[src/hdl/scus_pkg.sv]
// Shared types and constants for the start code unit splitter.
// No dependencies; imported by scus_plan, start_code_unit_splitter and the testbench files.
package scus_pkg;

  // Marker is three zero bytes followed by this byte
  localparam logic [7:0] MARKER_BYTE  = 8'h01;
  localparam logic [1:0] MARKER_ZEROS = 2'd3;

  // Kind of the middle result of a word's plan
  localparam logic [1:0] MAIN_NONE = 2'd0;
  localparam logic [1:0] MAIN_BYTE = 2'd1;
  localparam logic [1:0] MAIN_END  = 2'd2;

  // Results owed for one input word: zero bytes, then main, then tile close
  typedef struct packed {
    logic [2:0] zeros;      // held zeros to emit first, 0..4
    logic [1:0] main;       // MAIN_* code
    logic [7:0] data;       // byte carried by a MAIN_BYTE result
    logic       pre;        // prefix flag of zeros and main
    logic       kept;       // unit_kept of a MAIN_END result
    logic       tail;       // tile-closing unit end follows
    logic       tail_pre;   // prefix flag of the tile-closing unit end
  } plan_t;

  // Splitter state carried between words
  typedef struct packed {
    logic [1:0] held_zeros;
    logic       marker_seen;
  } split_state_t;

endpackage

[src/hdl/start_code_unit_splitter.sv]
// Top level of the start code unit splitter: plan register, emitter, output register.
// Depends on scus_pkg and scus_plan.
//
//   channel | handshake           | payload
//   --------+---------------------+------------------------------------------------
//   in_     | in_valid / in_ready | in_data_byte, in_tile_last
//   out_    | out_valid/out_ready | out_out_byte, out_byte_valid, out_in_prefix,
//           |                     | out_unit_end, out_unit_kept, out_tile_end,
//           |                     | out_run_last
//
// A word causing several results holds the input until the emitter has handed them
// all out, one result per cycle while the output is not stalled.
// An accepted word passes through the plan register, then the output register.
// Synchronous active-low reset clears the state, the plan and the output valid.
// A stalled output holds its register; the plan holds and in_ready drops until
// the plan's last result is loaded.
module start_code_unit_splitter import scus_pkg::*; (
  input  logic       clk,
  input  logic       rst_n,
  input  logic       in_valid,
  output logic       in_ready,
  input  logic [7:0] in_data_byte,
  input  logic       in_tile_last,
  output logic       out_valid,
  input  logic       out_ready,
  output logic [7:0] out_out_byte,
  output logic       out_byte_valid,
  output logic       out_in_prefix,
  output logic       out_unit_end,
  output logic       out_unit_kept,
  output logic       out_tile_end,
  output logic       out_run_last
);

  split_state_t state_r, state_nxt;
  plan_t        plan_r, plan_new;
  logic [2:0]   remaining;
  logic         emit;
  logic         in_acc;

  logic       out_valid_r;
  logic [7:0] out_byte_r;
  logic       byte_valid_r, prefix_r, unit_end_r, unit_kept_r, tile_end_r, run_last_r;

  scus_plan u_plan (
    .data_byte (in_data_byte),
    .tile_last (in_tile_last),
    .cur       (state_r),
    .plan      (plan_new),
    .nxt       (state_nxt)
  );

  // Count results still owed by the current plan
  assign remaining = plan_r.zeros + {2'b00, plan_r.main != MAIN_NONE}
                     + {2'b00, plan_r.tail};
  assign emit      = (remaining != 3'd0) && (!out_valid_r || out_ready);
  assign in_ready  = (remaining == 3'd0) || (remaining == 3'd1 && emit);
  assign in_acc    = in_valid && in_ready;

  // Advance state and plan
  always_ff @(posedge clk) begin
    if (!rst_n) begin
      state_r       <= '0;
      plan_r.zeros  <= 3'd0;
      plan_r.main   <= MAIN_NONE;
      plan_r.tail   <= 1'b0;
    end else if (in_acc) begin
      state_r <= state_nxt;
      plan_r  <= plan_new;
    end else if (emit) begin
      if (plan_r.zeros != 3'd0) begin
        plan_r.zeros <= plan_r.zeros - 3'd1;
      end else if (plan_r.main != MAIN_NONE) begin
        plan_r.main <= MAIN_NONE;
      end else begin
        plan_r.tail <= 1'b0;
      end
    end
  end

  // Load the next result into the output register
  always_ff @(posedge clk) begin
    if (!rst_n) begin
      out_valid_r <= 1'b0;
    end else if (emit) begin
      out_valid_r <= 1'b1;
    end else if (out_ready) begin
      out_valid_r <= 1'b0;
    end
  end

  always_ff @(posedge clk) begin
    if (emit) begin
      out_byte_r   <= 8'h00;
      byte_valid_r <= 1'b0;
      prefix_r     <= plan_r.pre;
      unit_end_r   <= 1'b0;
      unit_kept_r  <= 1'b0;
      tile_end_r   <= 1'b0;
      run_last_r   <= (remaining == 3'd1);
      if (plan_r.zeros != 3'd0) begin
        byte_valid_r <= 1'b1;
      end else if (plan_r.main == MAIN_BYTE) begin
        out_byte_r   <= plan_r.data;
        byte_valid_r <= 1'b1;
      end else if (plan_r.main == MAIN_END) begin
        unit_end_r  <= 1'b1;
        unit_kept_r <= plan_r.kept;
      end else begin
        prefix_r    <= plan_r.tail_pre;
        unit_end_r  <= 1'b1;
        unit_kept_r <= 1'b1;
        tile_end_r  <= 1'b1;
      end
    end
  end

  assign out_valid      = out_valid_r;
  assign out_out_byte   = out_byte_r;
  assign out_byte_valid = byte_valid_r;
  assign out_in_prefix  = prefix_r;
  assign out_unit_end   = unit_end_r;
  assign out_unit_kept  = unit_kept_r;
  assign out_tile_end   = tile_end_r;
  assign out_run_last   = run_last_r;

  // A plan never owes more than five results
  a_plan_bound: assert property (@(posedge clk) disable iff (!rst_n)
    remaining <= 3'd5)
    else $error("plan owes too many results");

  // The tile's last byte leaves clean state for the next tile
  a_tile_reset: assert property (@(posedge clk) disable iff (!rst_n)
    (in_acc && in_tile_last) |=> (state_r.held_zeros == 2'd0 && !state_r.marker_seen))
    else $error("state not cleared at end of tile");

  // A result never carries a byte and a unit end together
  a_excl: assert property (@(posedge clk) disable iff (!rst_n)
    out_valid_r |-> !(byte_valid_r && unit_end_r))
    else $error("byte and unit end on one result");

  // Input is only taken when the old plan is done after this cycle
  a_no_overrun: assert property (@(posedge clk) disable iff (!rst_n)
    in_acc |-> (remaining == 3'd0 || (remaining == 3'd1 && emit)))
    else $error("input accepted over a pending plan");

  // A tile end is always the last result of its word
  a_tile_end_last: assert property (@(posedge clk) disable iff (!rst_n)
    (out_valid_r && tile_end_r) |-> run_last_r)
    else $error("tile end not last result");

endmodule

[src/hdl/scus_plan.sv]
// Decodes one input word against the splitter state into a result plan.
// Depends on scus_pkg; purely combinational.
module scus_plan import scus_pkg::*; (
  input  logic [7:0]   data_byte,
  input  logic         tile_last,
  input  split_state_t cur,
  output plan_t        plan,
  output split_state_t nxt
);

  logic [2:0] hz_ext;

  assign hz_ext = {1'b0, cur.held_zeros};

  // Classify the byte, then fold in the end of tile
  always_comb begin
    plan          = '0;
    plan.main     = MAIN_NONE;
    plan.data     = data_byte;
    plan.pre      = ~cur.marker_seen;
    nxt           = cur;
    if (data_byte == 8'h00) begin
      if (cur.held_zeros != MARKER_ZEROS) begin
        // hold one more zero; release all on the tile's last byte
        nxt.held_zeros = cur.held_zeros + 2'd1;
        plan.zeros     = tile_last ? (hz_ext + 3'd1) : 3'd0;
      end else begin
        // fourth zero in a row: oldest held zero goes out
        plan.zeros = tile_last ? 3'd4 : 3'd1;
      end
    end else if (data_byte == MARKER_BYTE && cur.held_zeros == MARKER_ZEROS) begin
      // marker found: close the current unit, drop the marker
      plan.main       = MAIN_END;
      plan.kept       = cur.marker_seen;
      nxt.marker_seen = 1'b1;
      nxt.held_zeros  = 2'd0;
    end else begin
      // ordinary byte: held zeros go out first
      plan.zeros     = hz_ext;
      plan.main      = MAIN_BYTE;
      nxt.held_zeros = 2'd0;
    end
    if (tile_last) begin
      plan.tail       = 1'b1;
      plan.tail_pre   = ~nxt.marker_seen;
      nxt.held_zeros  = 2'd0;
      nxt.marker_seen = 1'b0;
    end
  end

endmodule

[config.mk]
export PLATFORM = sky130hd
export DESIGN_NAME = start_code_unit_splitter
export DESIGN_NICKNAME = d
export VERILOG_FILES = /design/src/hdl/scus_pkg.sv /design/src/hdl/start_code_unit_splitter.sv /design/src/hdl/scus_plan.sv
export SDC_FILE = /design/constraint.sdc
export NUM_CORES = 1
export LEC_CHECK = 0
export ABC_AREA = 1
export BUFFER_PORTS_ARGS = -buffer_cell sky130_fd_sc_hd__clkbuf_2
export CORE_MARGIN = 2
export CORE_UTILIZATION = 59
export DETAILED_ROUTE_END_ITERATION = 7
export PLACE_DENSITY = 0.85
export SLEW_MARGIN = 0
export SYNTH_ARGS = -nofsm -noshare
export SYNTH_HDL_FRONTEND = slang
export SYNTH_SLANG_ARGS = --single-unit
[constraint.sdc]
create_clock -name clk -period 4 [get_ports clk]
set_input_delay 0.8 -clock clk [delete_from_list [all_inputs] [get_ports clk]]
set_output_delay 0.8 -clock clk [all_outputs]
set_load 0.1 [all_outputs]
Yosys cells after proc, flatten, opt, wreduce, memory -nomap -nowiden --
Index checks and enable logic that the tools add are counted.
Word-level totals: register bits after elaboration 35, bits of input ports 13
Cells by class: add/subtract/negate cells 5, bitwise gates (word level) 4, equality and inequality tests 9, muxes and demuxes 31, reductions and logical operators 24
Operator list (count):
- $mux 3 | 6
- $mux 2 | 8
- $mux 1 | 15
- $mux 5 | 2
- $reduce_bool 2->1 | 5
- $eq 8x1->1 const B | 1
- $logic_not 8->1 | 1
- $add 3x1->3 | 2
- $ne 2x2->1 const B | 3
- $reduce_and 2->1 | 3
- $reduce_and 3->1 | 2
- $reduce_bool 3->1 | 2
- $reduce_or 2->1 | 3
- $eq 2x2->1 const B | 2
- $logic_and 1x1->1 | 4
- $not 1->1 | 4
- $add 2x1->3 const B | 1
- $eq 3x1->1 const B | 1
- $logic_not 3->1 | 1
- $ne 3x3->1 const B | 1
- $sub 3x1->3 const B | 1
- $add 2x1->2 const B | 1
- $eq 2x1->1 const B | 1
- $logic_or 1x1->1 | 2
- $logic_not 1->1 | 1

Depth between registers and ports, before layout --
word-level depth 10, mapped depth 16, mapped depth without buffers 16

Modules after synthesis --
From an unflattened synthesis, not the netlist that was laid out.
Unflattened totals: cell total of the unflattened synthesis 188, area, all modules 1791.7 um^2
Modules (own cells, without submodules):
- start_code_unit_splitter | seq. area each 950.9 um^2, area an instance 1508.9 um^2, cells each 139, times used 1
- scus_plan | seq. area each 0.0 um^2, area an instance 282.8 um^2, cells each 49, times used 1

Worst setup path after synthesis --
Ideal clock, no wire load.
kind register to register, start register plan_r[12] (netlist bit), end register plan_r[0] (netlist bit) (enable), data required time 3638 ps, clock period less this slack 2572 ps, path slack 1428 ps, stages on the path, launching flop included 10, setup time 362 ps, data arrival time 2211 ps, cells stage by stage dfxtp_1 -> nor2_1 -> fa_1 -> inv_1 -> ha_1 -> nor2_1 -> nand3_4 -> nand2_4 -> nand2_8 -> nor2_2
On the way: longest elaborated chain between the ends 9, elaborated cells between the ends (all ways) 11, those cells by class add/sub (2); eq/ne (1); reduce/logical (8)
RTL lines:
- start, declared | line start_code_unit_splitter.sv:36 | plan_t plan_r, plan_new;
- start signal, assigned | line start_code_unit_splitter.sv:69 | plan_r <= plan_new;
- $reduce_bool 2->1 * | line start_code_unit_splitter.sv:54 | assign remaining = plan_r.zeros + {2'b00, plan_r.main != MAIN_NONE}
- $add 3x1->3 * | line start_code_unit_splitter.sv:54
- $add 3x1->3 * | line start_code_unit_splitter.sv:55 | + {2'b00, plan_r.tail};
- $reduce_bool 3->1 | line start_code_unit_splitter.sv:56 | assign emit = (remaining != 3'd0) && (!out_valid_r || out_ready);
- $logic_and 1x1->1 | line start_code_unit_splitter.sv:56
- $logic_and 1x1->1 | line start_code_unit_splitter.sv:57 | assign in_ready = (remaining == 3'd0) || (remaining == 3'd1 && emit);
- $logic_or 1x1->1 * | line start_code_unit_splitter.sv:57
- net in_ready | line start_code_unit_splitter.sv:21 | output logic in_ready,
- $logic_and 1x1->1 * | line start_code_unit_splitter.sv:58 | assign in_acc = in_valid && in_ready;
- $reduce_and 2->1 (no line) *
The timed path passes the listed nets; every way through them passes the cells marked *. A chain may end at the register's enable or synchronous reset.

Worst setup path after layout --
start register plan_r[12] (netlist bit), end output port in_ready
On the way: longest elaborated chain between the ends 7, elaborated cells between the ends (all ways) 9, those cells by class add/sub (2); eq/ne (1); reduce/logical (6)
RTL lines (line):
- $reduce_bool 2->1 * | start_code_unit_splitter.sv:54
- $add 3x1->3 * | start_code_unit_splitter.sv:54
- $add 3x1->3 * | start_code_unit_splitter.sv:55
- $reduce_bool 3->1 | start_code_unit_splitter.sv:56
- $logic_and 1x1->1 | start_code_unit_splitter.sv:56
- $logic_and 1x1->1 | start_code_unit_splitter.sv:57
- $logic_or 1x1->1 * | start_code_unit_splitter.sv:57
- end, declared | start_code_unit_splitter.sv:21
Every way passes the cells marked *; elsewhere a longest branch is shown, timed or not.

==> impl_metrics.json <==
{
  "crit_path_end_kind": "primary output",
  "synth_adder_area_share_pct": 4.07,
  "io_pins": 29,
  "track_usage_pct": 20.6,
  "row_count": 19,
  "path_class": "register to primary output",
  "maxCapViolCount": 0,
  "post_cts_buffers": 0,
  "drtIter0Drc": 40,
  "netlist_area_sq_mm": 0.00172,
  "drv_slew": 0,
  "synthMuxAreaShare_pct": 0.872,
  "final_common_cell": "inv_1",
  "hold_path_class": "register to register",
  "tritoncts": "done",
  "globalRoute.totalOverflow": 0,
  "design_area_sq_mm": 0.00198,
  "multi_input_area_sq_um": 633,
  "drc": 0,
  "outcome": "complete, no violations",
  "synth_top_family_by_area": "simple AND/OR/NAND/NOR gates",
  "cp.required_ns": 3.20,
  "fin_nets": 233,
  "finalHoldViolCount": 0,
  "rrSetupSlack_ns": 1.41,
  "min_period_ns": 3.31,
  "clock_latency_ns": 0.34,
  "avgSynthCellArea_sq_um": 9.56,
  "ys_types": 24,
  "setup_viol": 0,
  "start_kind": "register",
  "max-slew-margin-rel_pct": 63.4,
  "placed_cell_area_sq_mm": 0.00190,
  "grt_first_pass_wirelength_um": 5040,
  "max_slew.worst_pin.slew_ns": 0.549,
  "clock_skew_ns": 0.00714,
  "io_buffers": 28,
  "area_growth_pct": 14.8,
  "ctsLongestPathBuffers": 2,
  "cp_num_buf_inv": 2,
  "final_antenna_net_count": 0,
  "critPathArrivalTime_ns": 2.51,
  "ctsResizeCount": 0,
  "ys_seq_area_share_pct": 55.2,
  "die_h_um": 58.0,
  "fmax_ghz": 0.302,
  "place_inst": 239,
  "syn_inst": 180,
  "crit_fanout": 5,
  "nFillCells": 187,
  "path_common_cell": "nor2_1",
  "route.vias.total": 1245,
  "fin_crit_sh_pct": 82.8,
  "final_cells": 247,
  "place.gp.congestion": 0.825,
  "ys.warnings.count": 0,
  "drive_gt1_share_pct": 25.0,
  "rsz0062_at_grt": "no",
  "grt_pass1_vias": 1257,
  "tritoncts.num_buffers": 5,
  "cpMaxStageDelayCell": "clkbuf_2",
  "htreeDepth": 2,
  "antenna_found_initial": 0,
  "dp_hpwl_um": 2300,
  "synth_compound_area_share_pct": 3.63,
  "most-common-layout-cells": "inv_1, nand2_1, nor2_1, clkbuf_2, edfxtp_1",
  "crit_path_max_incr_delay_ns": 0.46,
  "grt_max_degree": 17,
  "regArea_sq_um": 951,
  "hold_buffers": 0,
  "n_antenna_cell": 0,
  "whs_ns": 0.505,
  "crit_path_cell_trace": "nor2_1 -> fa_1 -> inv_1 -> ha_1 -> nor2_1 -> nand3_4 -> nand2_4 -> clkbuf_2",
  "via_per_inst": 5.04,
  "routed_wl_um": 3000,
  "dieArea_sq_mm": 0.00337,
  "firstDrtPassIters": 5,
  "cts_root_buf": "clkbuf_4",
  "path_clk_slew_ns": 0.11,
  "tns_ns": 0,
  "fp.dieW_um": 58.0,
  "initial_core_util_pct": 62.4,
  "yosys.area_share.simple_pct": 27.7,
  "routedWlPerCell_um": 12.1,
  "core_sq_mm": 0.00276,
  "syn_nets": 198,
  "crit_family": "adder cells",
  "clkSinkCount": 35,
  "synth_seq_cells": 35,
  "synth-xor-area-share_pct": 0.509
}
synthesized netlist by cell type:
library cell / instances / area, sq um
nand2_4: 5 / 56.3
nand3_2: 1 / 10.0
mux2_4: 1 / 15.0
inv_4: 1 / 6.26
nor3_1: 3 / 15.0
nand2_1: 31 / 116
xor2_1: 1 / 8.76
a21oi_1: 5 / 25.0
a21boi_4: 1 / 18.8
edfxtp_1: 25 / 751
dfxtp_1: 10 / 200
o21ai_1: 1 / 5.00
nand2_2: 3 / 18.8
o21ai_0: 1 / 5.00
ha_1: 4 / 50.1
fa_1: 1 / 20.0
nand4_1: 1 / 6.26
nand3_1: 15 / 75.1
nor2_2: 3 / 18.8
nand2_8: 1 / 20.0
a21oi_2: 1 / 8.76
nor2_1: 28 / 105
inv_1: 35 / 131
nand3_4: 2 / 35.0
routing by layer:
| layer | vias to the layer above | global-route usage, % | wire, um |
|---|---|---|---|
| li1 | 646 | - | - |
| met1 | 562 | 21.4 | 1190 |
| met2 | 32 | 37.7 | 1590 |
| met3 | 5 | 6.70 | 172 |
| met4 | 0 | 8.97 | 46 |
| met5 | - | 0 | 0 |
stage by stage:
stage	util [%]	worst slack, ns
2_1_floorplan	-	1.43
3_3_place_gp	68.9	1.15
3_5_place_dp	68.9	1.05
4_1_cts	71.7	0.662
5_1_grt	71.7	0.543
6_report	71.7	0.689
registers in the layout, indices dropped and copies added, names as in the netlist:
register / count
state_r: 3
out_in_prefix: 1
out_unit_end: 1
out_byte_valid: 1
out_run_last: 1
out_out_byte: 8
plan_r: 17
out_valid: 1
out_unit_kept: 1
out_tile_end: 1
cell families (layout without fill, tap and decap cells):
group | count (synthesis) | in the layout
XOR/XNOR | 1 | 1
AO/OA/AOI/OAI | 9 | 9
adder cells (fa/ha/maj) | 5 | 5
multiplexers | 1 | 1
buffers and inverters | 36 | 72
AND/OR/NAND/NOR | 93 | 93
flip-flops | 35 | 35
area by class of cell:
| class | count | share of cell area, % |
|---|---|---|
| Clock buffer | 5 | 1.90 |
| Clock inverter | 3 | 1.96 |
| Inverter | 36 | 6.96 |
| Multi-Input combinational cell | 109 | 32.0 |
| Sequential cell | 35 | 48.1 |
| Tap cell | 31 | 1.96 |
| Timing Repair Buffer | 28 | 7.09 |
path summary, 6_finish.rpt:
check | startpoint | endpoint | depth (start not counted)
setup / recovery | plan_r[12]$_SDFFE_PN0P_ | in_ready | 8
hold / removal | state_r[2]$_SDFFE_PN0P_ | state_r[2]$_SDFFE_PN0P_ | 2
setup reg to reg | plan_r[12]$_SDFFE_PN0P_ | plan_r[12]$_SDFFE_PN0P_ | 11
hold reg to reg | state_r[2]$_SDFFE_PN0P_ | state_r[2]$_SDFFE_PN0P_ | 2
worst register-to-register path, stage by stage (launching register included):
cell	delay [ns]
dfxtp_1	0.45
nor2_1	0.13
fa_1	0.36
inv_1	0.07
ha_1	0.25
nor2_1	0.21
nand3_4	0.12
nand2_4	0.11
nand2_8	0.08
nor2_2	0.44
nand3_1	0.17
o21ai_1	0.12
Power is left out: the tool's default activity adds up to more than one toggle a clock period on the data nets, which glitch-free logic cannot reach.
